[src/design/tdpd_pkg.sv]
// ----------------------------------------------------------------------------
// tdpd_pkg
// Shared sizes, codes and controller/datapath interface types for the
// two-direction priority dispatch core.
// ----------------------------------------------------------------------------
package tdpd_pkg;

	localparam int QUEUE_DEPTH = 128;
	localparam int ADDR_W      = $clog2(QUEUE_DEPTH);
	localparam int CNT_W       = $clog2(QUEUE_DEPTH + 1);
	localparam int ID_W        = 7;
	localparam int ENTRY_W     = ID_W + 1;
	localparam int LIMIT_W     = 4;
	localparam int DIR_W       = 2;

	localparam logic [LIMIT_W-1:0] LIMIT_RESET = 4'd2;
	localparam logic [LIMIT_W-1:0] RUN_MAX     = 4'd15;

	// Last grant direction codes.
	localparam logic [DIR_W-1:0] DIR_WEST = 2'd0;
	localparam logic [DIR_W-1:0] DIR_EAST = 2'd1;
	localparam logic [DIR_W-1:0] DIR_NONE = 2'd2;

	localparam logic KIND_ARRIVE   = 1'b0;
	localparam logic KIND_DISPATCH = 1'b1;

	typedef struct packed {
		logic capture;
		logic arrive;
		logic scan_run;
		logic decide;
		logic shift_run;
		logic finish_load;
	} cmd_t;

	typedef struct packed {
		logic in_is_dispatch;
		logic scan_done;
		logic will_grant;
		logic shift_done;
		logic out_free;
	} sts_t;

endpackage

[src/design/tdpd_ram.sv]
// ----------------------------------------------------------------------------
// tdpd_ram
// Generic single-write, single-read RAM with a registered read port.
// ----------------------------------------------------------------------------
module tdpd_ram #(
	parameter int WIDTH = 8,
	parameter int DEPTH = 128,
	localparam int AW = $clog2(DEPTH)
) (
	input  logic             clk,
	input  logic             we,
	input  logic [AW-1:0]    waddr,
	input  logic [WIDTH-1:0] wdata,
	input  logic [AW-1:0]    raddr,
	output logic [WIDTH-1:0] rdata
);

	logic [WIDTH-1:0] mem [DEPTH];
	logic [WIDTH-1:0] rdata_q;

	always_ff @(posedge clk) begin
		if (we) begin
			mem[waddr] <= wdata;
		end
		rdata_q <= mem[raddr];
	end

	assign rdata = rdata_q;

endmodule

[src/design/tdpd_ctrl.sv]
// ----------------------------------------------------------------------------
// tdpd_ctrl
// Sequencing state machine: accept, enqueue or scan/decide/compact, deliver.
// ----------------------------------------------------------------------------
module tdpd_ctrl (
	input  logic           clk,
	input  logic           arst_n,
	input  logic           in_valid,
	output logic           in_ready,
	input  tdpd_pkg::sts_t sts,
	output tdpd_pkg::cmd_t cmd
);
	import tdpd_pkg::*;

	localparam logic [2:0] S_IDLE   = 3'd0;
	localparam logic [2:0] S_ARRIVE = 3'd1;
	localparam logic [2:0] S_SCAN   = 3'd2;
	localparam logic [2:0] S_DECIDE = 3'd3;
	localparam logic [2:0] S_SHIFT  = 3'd4;
	localparam logic [2:0] S_FINISH = 3'd5;

	logic [2:0] state_q;
	logic [2:0] state_d;

	always_comb begin
		state_d  = state_q;
		cmd      = '0;
		in_ready = 1'b0;
		unique case (state_q)
			S_IDLE: begin
				in_ready = 1'b1;
				if (in_valid) begin
					cmd.capture = 1'b1;
					state_d = sts.in_is_dispatch ? S_SCAN : S_ARRIVE;
				end
			end
			S_ARRIVE: begin
				cmd.arrive = 1'b1;
				state_d = S_FINISH;
			end
			S_SCAN: begin
				cmd.scan_run = 1'b1;
				if (sts.scan_done) begin
					state_d = S_DECIDE;
				end
			end
			S_DECIDE: begin
				cmd.decide = 1'b1;
				state_d = sts.will_grant ? S_SHIFT : S_FINISH;
			end
			S_SHIFT: begin
				cmd.shift_run = 1'b1;
				if (sts.shift_done) begin
					state_d = S_FINISH;
				end
			end
			S_FINISH: begin
				if (sts.out_free) begin
					cmd.finish_load = 1'b1;
					state_d = S_IDLE;
				end
			end
			default: begin
				state_d = S_IDLE;
			end
		endcase
	end

	always_ff @(posedge clk or negedge arst_n) begin
		if (!arst_n) begin
			state_q <= S_IDLE;
		end else begin
			state_q <= state_d;
		end
	end

endmodule

[src/design/tdpd_datapath.sv]
// ----------------------------------------------------------------------------
// tdpd_datapath
// Queue RAMs, counts, scan trackers, grant decision, compaction and the
// output register. Index 0 of each per-direction array is west, 1 is east.
// ----------------------------------------------------------------------------
module tdpd_datapath (
	input  logic                          clk,
	input  logic                          arst_n,
	input  tdpd_pkg::cmd_t                cmd,
	output tdpd_pkg::sts_t                sts,
	input  logic                          kind,
	input  logic [tdpd_pkg::ID_W-1:0]     requester_id,
	input  logic                          going_east,
	input  logic                          urgent,
	input  logic                          cfg_wr_en,
	input  logic [tdpd_pkg::LIMIT_W-1:0]  cfg_wr_data,
	input  logic                          out_ready,
	output logic                          out_valid,
	output logic                          granted,
	output logic [tdpd_pkg::ID_W-1:0]     granted_id,
	output logic                          granted_east,
	output logic                          arrival_dropped
);
	import tdpd_pkg::*;

	localparam logic [CNT_W-1:0] CNT_ONE  = CNT_W'(1);
	localparam logic [CNT_W-1:0] CNT_FULL = CNT_W'(QUEUE_DEPTH);

	// Captured item.
	logic [ID_W-1:0] id_q;
	logic            east_q;
	logic            hp_q;

	logic [LIMIT_W-1:0] limit_q;
	logic [DIR_W-1:0]   last_q;
	logic [LIMIT_W-1:0] run_q;
	logic [CNT_W-1:0]   cnt_q [2];

	// Scan trackers.
	logic [CNT_W-1:0]  scan_idx_q;
	logic              rd_valid_s1;
	logic [CNT_W-1:0]  rd_idx_s1;
	logic [1:0]        hp_found_q;
	logic [1:0]        lp_found_q;
	logic [ADDR_W-1:0] hp_pos_q [2];
	logic [ADDR_W-1:0] lp_pos_q [2];
	logic [ID_W-1:0]   hp_id_q [2];
	logic [ID_W-1:0]   lp_id_q [2];
	logic [ID_W-1:0]   head_id_q [2];

	// Compaction.
	logic             gdir_q;
	logic [CNT_W-1:0] sh_q;
	logic             sh_valid_s1;
	logic [CNT_W-1:0] sh_idx_s1;

	// Pending result and output register.
	logic            res_granted_q;
	logic [ID_W-1:0] res_id_q;
	logic            res_east_q;
	logic            res_dropped_q;
	logic            out_valid_q;
	logic            out_granted_q;
	logic [ID_W-1:0] out_id_q;
	logic            out_east_q;
	logic            out_dropped_q;

	// RAM ports.
	logic [ENTRY_W-1:0] rdata [2];
	logic [1:0]         ram_we;
	logic [ADDR_W-1:0]  ram_waddr [2];
	logic [ENTRY_W-1:0] ram_wdata [2];
	logic [ADDR_W-1:0]  ram_raddr;

	logic [CNT_W-1:0] scan_len;
	logic             scan_issue;
	logic             sh_issue;
	logic             arr_full;

	// Decision.
	logic              forced;
	logic              opp;
	logic              tie;
	logic              sel_found;
	logic              sel_dir;
	logic [ADDR_W-1:0] sel_pos;
	logic [ID_W-1:0]   sel_id;

	assign scan_len   = (cnt_q[1] > cnt_q[0]) ? cnt_q[1] : cnt_q[0];
	assign scan_issue = scan_idx_q < scan_len;
	assign sh_issue   = sh_q < cnt_q[gdir_q];
	assign arr_full   = cnt_q[east_q] == CNT_FULL;
	assign ram_raddr  = cmd.shift_run ? sh_q[ADDR_W-1:0] : scan_idx_q[ADDR_W-1:0];

	always_comb begin
		for (int d = 0; d < 2; d++) begin
			if (cmd.shift_run) begin
				ram_we[d]    = sh_valid_s1 && (gdir_q == 1'(d));
				ram_waddr[d] = ADDR_W'(sh_idx_s1 - CNT_ONE);
				ram_wdata[d] = rdata[d];
			end else begin
				ram_we[d]    = cmd.arrive && !arr_full && (east_q == 1'(d));
				ram_waddr[d] = cnt_q[d][ADDR_W-1:0];
				ram_wdata[d] = {hp_q, id_q};
			end
		end
	end

	tdpd_ram #(.WIDTH(ENTRY_W), .DEPTH(QUEUE_DEPTH)) u_west_ram (
		.clk   (clk),
		.we    (ram_we[0]),
		.waddr (ram_waddr[0]),
		.wdata (ram_wdata[0]),
		.raddr (ram_raddr),
		.rdata (rdata[0])
	);

	tdpd_ram #(.WIDTH(ENTRY_W), .DEPTH(QUEUE_DEPTH)) u_east_ram (
		.clk   (clk),
		.we    (ram_we[1]),
		.waddr (ram_waddr[1]),
		.wdata (ram_wdata[1]),
		.raddr (ram_raddr),
		.rdata (rdata[1])
	);

	// Grant choice from the scan results.
	always_comb begin
		forced    = (last_q != DIR_NONE) && (run_q >= limit_q);
		opp       = (last_q != DIR_EAST);
		tie       = (last_q == DIR_WEST);
		sel_found = 1'b1;
		sel_dir   = 1'b0;
		sel_pos   = '0;
		sel_id    = '0;
		if (forced && (cnt_q[opp] != '0)) begin
			sel_dir = opp;
			sel_id  = head_id_q[opp];
		end else if (hp_found_q == 2'b11) begin
			sel_dir = tie;
			sel_pos = hp_pos_q[tie];
			sel_id  = hp_id_q[tie];
		end else if (hp_found_q != 2'b00) begin
			sel_dir = hp_found_q[1];
			sel_pos = hp_pos_q[hp_found_q[1]];
			sel_id  = hp_id_q[hp_found_q[1]];
		end else if (lp_found_q == 2'b11) begin
			sel_dir = tie;
			sel_pos = lp_pos_q[tie];
			sel_id  = lp_id_q[tie];
		end else if (lp_found_q != 2'b00) begin
			sel_dir = lp_found_q[1];
			sel_pos = lp_pos_q[lp_found_q[1]];
			sel_id  = lp_id_q[lp_found_q[1]];
		end else begin
			sel_found = 1'b0;
		end
	end

	assign sts.in_is_dispatch = (kind == KIND_DISPATCH);
	assign sts.scan_done      = !scan_issue && !rd_valid_s1;
	assign sts.will_grant     = sel_found;
	assign sts.shift_done     = !sh_issue && !sh_valid_s1;
	assign sts.out_free       = !out_valid_q || out_ready;

	// Payload registers.
	always_ff @(posedge clk) begin
		if (cmd.capture) begin
			id_q   <= requester_id;
			east_q <= going_east;
			hp_q   <= urgent;
		end
		if (cmd.arrive) begin
			res_granted_q <= 1'b0;
			res_id_q      <= '0;
			res_east_q    <= 1'b0;
			res_dropped_q <= arr_full;
		end
		if (cmd.decide) begin
			res_granted_q <= sel_found;
			res_id_q      <= sel_found ? sel_id : '0;
			res_east_q    <= sel_found && sel_dir;
			res_dropped_q <= 1'b0;
			gdir_q        <= sel_dir;
		end
		if (cmd.finish_load) begin
			out_granted_q <= res_granted_q;
			out_id_q      <= res_id_q;
			out_east_q    <= res_east_q;
			out_dropped_q <= res_dropped_q;
		end
		rd_idx_s1 <= scan_idx_q;
		sh_idx_s1 <= sh_q;
		if (rd_valid_s1) begin
			for (int d = 0; d < 2; d++) begin
				if (rd_idx_s1 < cnt_q[d]) begin
					if (rd_idx_s1 == '0) begin
						head_id_q[d] <= rdata[d][ID_W-1:0];
					end
					if (rdata[d][ENTRY_W-1] && !hp_found_q[d]) begin
						hp_pos_q[d] <= rd_idx_s1[ADDR_W-1:0];
						hp_id_q[d]  <= rdata[d][ID_W-1:0];
					end
					if (!rdata[d][ENTRY_W-1] && !lp_found_q[d]) begin
						lp_pos_q[d] <= rd_idx_s1[ADDR_W-1:0];
						lp_id_q[d]  <= rdata[d][ID_W-1:0];
					end
				end
			end
		end
	end

	// Control registers.
	always_ff @(posedge clk or negedge arst_n) begin
		if (!arst_n) begin
			limit_q     <= LIMIT_RESET;
			last_q      <= DIR_NONE;
			run_q       <= '0;
			cnt_q[0]    <= '0;
			cnt_q[1]    <= '0;
			scan_idx_q  <= '0;
			rd_valid_s1 <= 1'b0;
			hp_found_q  <= '0;
			lp_found_q  <= '0;
			sh_q        <= '0;
			sh_valid_s1 <= 1'b0;
			out_valid_q <= 1'b0;
		end else begin
			if (cfg_wr_en) begin
				limit_q <= cfg_wr_data;
			end
			if (cmd.capture) begin
				scan_idx_q <= '0;
				hp_found_q <= '0;
				lp_found_q <= '0;
			end
			if (cmd.arrive && !arr_full) begin
				cnt_q[east_q] <= cnt_q[east_q] + CNT_ONE;
			end
			rd_valid_s1 <= cmd.scan_run && scan_issue;
			if (cmd.scan_run && scan_issue) begin
				scan_idx_q <= scan_idx_q + CNT_ONE;
			end
			if (rd_valid_s1) begin
				for (int d = 0; d < 2; d++) begin
					if (rd_idx_s1 < cnt_q[d]) begin
						if (rdata[d][ENTRY_W-1]) begin
							hp_found_q[d] <= 1'b1;
						end else begin
							lp_found_q[d] <= 1'b1;
						end
					end
				end
			end
			if (cmd.decide && sel_found) begin
				sh_q <= CNT_W'(sel_pos) + CNT_ONE;
				if (last_q == {1'b0, sel_dir}) begin
					if (run_q != RUN_MAX) begin
						run_q <= run_q + LIMIT_W'(1);
					end
				end else begin
					last_q <= {1'b0, sel_dir};
					run_q  <= LIMIT_W'(1);
				end
			end
			sh_valid_s1 <= cmd.shift_run && sh_issue;
			if (cmd.shift_run && sh_issue) begin
				sh_q <= sh_q + CNT_ONE;
			end
			if (cmd.shift_run && !sh_issue && !sh_valid_s1) begin
				cnt_q[gdir_q] <= cnt_q[gdir_q] - CNT_ONE;
			end
			if (cmd.finish_load) begin
				out_valid_q <= 1'b1;
			end else if (out_ready) begin
				out_valid_q <= 1'b0;
			end
		end
	end

	assign out_valid       = out_valid_q;
	assign granted         = out_granted_q;
	assign granted_id      = out_id_q;
	assign granted_east    = out_east_q;
	assign arrival_dropped = out_dropped_q;

endmodule

[src/design/two_direction_priority_dispatch_core.sv]
// ----------------------------------------------------------------------------
// two_direction_priority_dispatch_core
// Dispatcher with one arrival-ordered queue per direction and a run limit.
// ----------------------------------------------------------------------------
// An arrive item is enqueued and its result is loaded into the output register.
// A dispatch item scans both queues up to the longer of the west and east counts,
// takes the decision, compacts the granted queue behind the granted entry when
// there is a grant, and then loads the output register. Items are handled one
// at a time: the controller accepts a new item only in its idle state.
// Reset sets the limit to 2.
// ----------------------------------------------------------------------------
module two_direction_priority_dispatch_core (
	input  logic                          clk,
	input  logic                          arst_n,
	input  logic                          in_valid,
	output logic                          in_ready,
	input  logic                          kind,
	input  logic [tdpd_pkg::ID_W-1:0]     requester_id,
	input  logic                          going_east,
	input  logic                          urgent,
	input  logic                          cfg_wr_en,
	input  logic [tdpd_pkg::LIMIT_W-1:0]  cfg_wr_data,
	output logic                          out_valid,
	input  logic                          out_ready,
	output logic                          granted,
	output logic [tdpd_pkg::ID_W-1:0]     granted_id,
	output logic                          granted_east,
	output logic                          arrival_dropped
);
	import tdpd_pkg::*;

	// The controller only sequences; every piece of state that the behavior
	// depends on (queues, counts, last direction, run counter, limit) lives
	// in the datapath. Reset empties both queues and clears the run state.
	cmd_t cmd;
	sts_t sts;

	tdpd_ctrl u_ctrl (
		.clk      (clk),
		.arst_n   (arst_n),
		.in_valid (in_valid),
		.in_ready (in_ready),
		.sts      (sts),
		.cmd      (cmd)
	);

	// The datapath scans both queues in parallel, one entry per cycle, to
	// find the first high and low priority entries and each head. After the
	// decision the granted queue is compacted by reading entry i + 1 and
	// writing it back to entry i in the next cycle. The output register lets
	// the next item be accepted while a result still waits to be taken.
	tdpd_datapath u_dp (
		.clk             (clk),
		.arst_n          (arst_n),
		.cmd             (cmd),
		.sts             (sts),
		.kind            (kind),
		.requester_id    (requester_id),
		.going_east      (going_east),
		.urgent          (urgent),
		.cfg_wr_en       (cfg_wr_en),
		.cfg_wr_data     (cfg_wr_data),
		.out_ready       (out_ready),
		.out_valid       (out_valid),
		.granted         (granted),
		.granted_id      (granted_id),
		.granted_east    (granted_east),
		.arrival_dropped (arrival_dropped)
	);

endmodule

[config.mk]
export PLATFORM = sky130hd
export DESIGN_NAME = two_direction_priority_dispatch_core
export DESIGN_NICKNAME = d
export VERILOG_FILES = /design/src/design/tdpd_pkg.sv /design/src/design/tdpd_ram.sv /design/src/design/tdpd_ctrl.sv /design/src/design/tdpd_datapath.sv /design/src/design/two_direction_priority_dispatch_core.sv
export SDC_FILE = /design/constraint.sdc
export NUM_CORES = 2
export LEC_CHECK = 0
export BUFFER_PORTS_ARGS = -buffer_cell sky130_fd_sc_hd__buf_2
export CAP_MARGIN = 20
export CORE_ASPECT_RATIO = 2
export CORE_MARGIN = 4
export CORE_UTILIZATION = 26
export DETAILED_ROUTE_END_ITERATION = 6
export MAX_ROUTING_LAYER = met4
export PLACE_DENSITY = 0.5
export SYNTH_ARGS = -nofsm -noshare
export SYNTH_HDL_FRONTEND = slang
export SYNTH_SLANG_ARGS = --single-unit
[constraint.sdc]
create_clock -name clk -period 4.5 [get_ports clk]
set_clock_uncertainty 0.2 [all_clocks]
set_input_delay 0.45 -clock clk [delete_from_list [all_inputs] [get_ports clk]]
set_output_delay 0.45 -clock clk [all_outputs]
set_load 0.01 [all_outputs]
==> results.sh <==
export IMPL_h_tree_depth=4
export IMPL_cp_start_kind="flop"
export IMPL_gr_total_overflow=0
export IMPL_area_delta_synth_final_pct=19.4
export IMPL_maxSlewViolCount=0
export IMPL_fillCellCount=32263
export IMPL_worst_slew_pin_slew_ps=1170
export IMPL_timing_fmax_mhz=215
export IMPL_p_clk_share_pct=24.7
export IMPL_grt_pass1_wl_um=377000
export IMPL_critPathMostFrequentCell="buf_4"
export IMPL_grt_util_met2_pct=30.6
export IMPL_final_common_cell="edfxtp_1"
export IMPL_r2r_start="u_ctrl.state_q[2]$_DFFE_PN0P_"
export IMPL_first_pass_iters=5
export IMPL_rows=300
export IMPL_most_common_layout_cells="edfxtp_1 (2147), buf_4 (566), mux4_2 (512)"
export IMPL_synth_enable_flop_cells=2147
export IMPL_wire_per_inst_um=28.3
export IMPL_async_reset_ff_share_pct=2.33
export IMPL_reg2reg_to="u_dp.u_east_ram.rdata[2]$_DFF_P_"
export IMPL_finalWorstSetupSlack_ps=-155
export IMPL_startpoint="u_ctrl.state_q[2]$_DFFE_PN0P_"
export IMPL_synth_seq_cells=2231
export IMPL_vias=45408
export IMPL_crit_family="simple AND/OR/NAND/NOR gates"
export IMPL_combPwrFrac_pct=35.6
export IMPL_switching_power_mw=23.7
export IMPL_hp_class="in -> async"
export IMPL_grtUsageMet1_pct=14.2
export IMPL_postCtsSetupRepairBufs=0
export IMPL_fin_nets=5038
export IMPL_wl_um=272000
export IMPL_cts_root_buf="clkbuf_16"
export IMPL_peakVddDrop_mv=0.439
export IMPL_r2r_cells=11
export IMPL_synthCells=4323
export IMPL_cp_slowest_cell="nand4_1"
export IMPL_cp_end_kind="flop"
export IMPL_die_width_um=417
export IMPL_viasPerCell=4.72
export IMPL_core_area_um2=333000
export IMPL_die_area_um2=344000
export IMPL_crit_required_ps=5030
export IMPL_min_period_over_period_pct=103
export IMPL_slew_limit_headroom_pct=21.9
export IMPL_fin_crit_ps=4650
export IMPL_drtAntennaViolNets=0
export IMPL_drc=0
export IMPL_cp_max_fo=25
export IMPL_worstPathArrival_ps=5180
export IMPL_hold_viol=0
export IMPL_clk_pin_slew_ps=70
export IMPL_drive_above_1_share_pct=29.3
export IMPL_cpPeakStageDelay_ps=770
export IMPL_drv_cap=0
export IMPL_grt_max_degree=81
export IMPL_finalSetupViolations=1
export IMPL_synthFlopType="edfxtp_1"
export IMPL_path_class="reg -> reg"
export IMPL_power_density_nw_per_um2=658
export IMPL_rrSetupSlack_ps=-150
export IMPL_syn_area_um2=87000
export IMPL_clockBufferDepth=4
export IMPL_yosys_warnings=0
export IMPL_pre_cts_slack_ps=-15.0
export IMPL_violations="negative setup slack"
export IMPL_use_met3_pct=1.50
export IMPL_insertion_delay_ps=860
export IMPL_cts_tree="built"
export IMPL_path_cells="or3b_4 > buf_4 > mux2i_4 > buf_12 > buf_16 > buf_4 > buf_4 > mux4_2 > a22oi_1 > nand4_1 > or4_1"
export IMPL_first_iter_violations=3625
export IMPL_ys_seq_area_share_pct=76.4
export IMPL_p_int_mw=44.7
export IMPL_dpl_hpwl_um=192000
export IMPL_grtUsageTotal_pct=15.9
export IMPL_die_h_um=826
export IMPL_status="finished with violations"
export IMPL_crit_cells=11
export IMPL_ys_types=66
export IMPL_timing_critical_path_to="u_dp.u_east_ram.rdata[2]$_DFF_P_"
export IMPL_busiest_layer="met2"
export IMPL_io_pins=31
export IMPL_antenna_found_initial=16
export IMPL_synthesis_nets=4389
export IMPL_cts_buffers=192
export IMPL_p_sw_share_pct=34.6
export IMPL_tns_ps=-155
export IMPL_start_util_pct=26.1
export IMPL_seqPwrFrac_pct=39.7
export IMPL_p_leak_nw=33.3
export IMPL_place_gp_congestion=0.921
export IMPL_avgSynthCellArea_um2=20.1
export IMPL_first_global_vias=47986
export IMPL_path_buf_inv=5
export IMPL_portBuffers=30
export IMPL_cts_sinks=2231
-- synth_stat cells (all sizes together) (14+ instances only) --
master	n	share of area, %
mux2i	29	0.33
or4	18	0.16
edfxtp	2147	74
a211oi	21	0.18
nand3	23	0.13
a21o	20	0.17
nand4	68	0.49
nor3	20	0.12
buf	81	0.55
clkbuf	133	0.57
a22oi	256	2.2
dfrtp	50	1.4
dfxtp	32	0.74
xnor2	15	0.15
nand2	133	0.57
nor2b	14	0.10
mux4	512	13
ha	47	0.68
nor2	376	1.6
inv	48	0.21
o21ai	46	0.26
a21oi	59	0.34
-- per-stage QoR --
stage	hold slack, ps	utilization (%)	power (mW)	area, um2	std cells
after floorplan	-45.6	-	41.1	87000	4323
after global placement	204	29.1	51.9	97100	9130
after detailed placement	205	29.1	52.2	97100	9132
after CTS	43.6	31.1	69.1	104000	9500
after global routing	82.1	31.2	70.9	104000	9615
final	80.6	31.2	68.4	104000	9618
-- worst min path at each step --
stage | end | slack, ps | cells past startpoint
finish | u_dp.sh_q[2]$_DFFE_PN0P_ | 80 | 3
detailed placement | u_dp.granted_id[0]$_DFFE_PP_ | 200 | 0
global route | u_dp.id_q[2]$_DFFE_PP_ | 80 | 2
global placement | u_dp.granted_id[4]$_DFFE_PP_ | 200 | 0
floorplan | u_ctrl.state_q[0]$_DFFE_PN0P_ | -50 | 0
CTS | u_dp.id_q[6]$_DFFE_PP_ | 40 | 2
-- routing by layer --
layer | part of all wire (%) | vias up
met5 | 0 | -
met4 | 9.1 | 0
met3 | 3.2 | 558
met2 | 57 | 1214
met1 | 31 | 24313
li1 | - | 19323
-- power groups by stage --
stage	clock network [mW]	logic [mW]	registers, mW
CTS	17.3	24.6	27.1
detailed placement	0	24.6	27.6
finish	16.9	24.3	27.1
floorplan	0	13.3	27.7
global placement	0	24.3	27.6
global route	18.1	25.7	27.2
-- cell families (layout without fill, tap and decap cells) --
family          after synthesis  in the layout  synth area share (%)
compound gates              500            500                  4.08
other cells                   0            117                     0
mux                         547            547                  13.7
fa+ha+maj                    47             47                 0.676
flops                      2231           2231                  76.4
simple gates                713            713                  3.65
buf+inv                     262           1061                  1.33
xor+xnor                     23             23                 0.232
-- worst register-to-register path, cell delays in order, from the launching register on --
cell and delay (ps):
dfrtp_1 420, or3b_4 440, buf_4 210, mux2i_4 270, buf_12 250, buf_16 230
buf_4 200, buf_4 170, mux4_2 330, a22oi_1 270, nand4_1 770, or4_1 780
-- timing repair --
item                                    4_1_cts  5_1_grt
hold buffers                                 24        0
endpoints found under the setup margin        0        1
endpoints found under the hold margin        72        0
resized for setup                             0        2
-- flip-flops by register name, indices dropped and copies added, names as in the netlist, 7 cells and up --
| signal | count |
|---|---|
| u_dp.u_west_ram.mem | 1024 |
| u_dp.hp_pos_q | 14 |
| u_dp.scan_idx_q | 8 |
| u_dp.id_q | 7 |
| u_dp.lp_id_q | 14 |
| u_dp.res_id_q | 7 |
| u_dp.sh_idx_s1 | 7 |
| u_dp.rd_idx_s1 | 8 |
| u_dp.sh_q | 8 |
| u_dp.cnt_q | 16 |
| u_dp.u_west_ram.rdata | 8 |
| u_dp.head_id_q | 14 |
| u_dp.hp_id_q | 14 |
| u_dp.u_east_ram.mem | 1024 |
| u_dp.u_east_ram.rdata | 8 |
| u_dp.lp_pos_q | 14 |
| u_dp.granted_id | 7 |
-- area by class of cell --
class | instances | area (um2) | share of cell area (%)
inverter | 48 | 180 | 0.173
timing repair buffer | 669 | 5630 | 5.42
multi-input combinational | 1830 | 19700 | 19.0
antenna | 117 | 293 | 0.282
tap | 4379 | 5480 | 5.28
clock buffer | 227 | 4990 | 4.80
clock inverter | 117 | 1190 | 1.14
sequential | 2231 | 66400 | 64.0
Note: power is estimated with default switching activity, not from simulation.
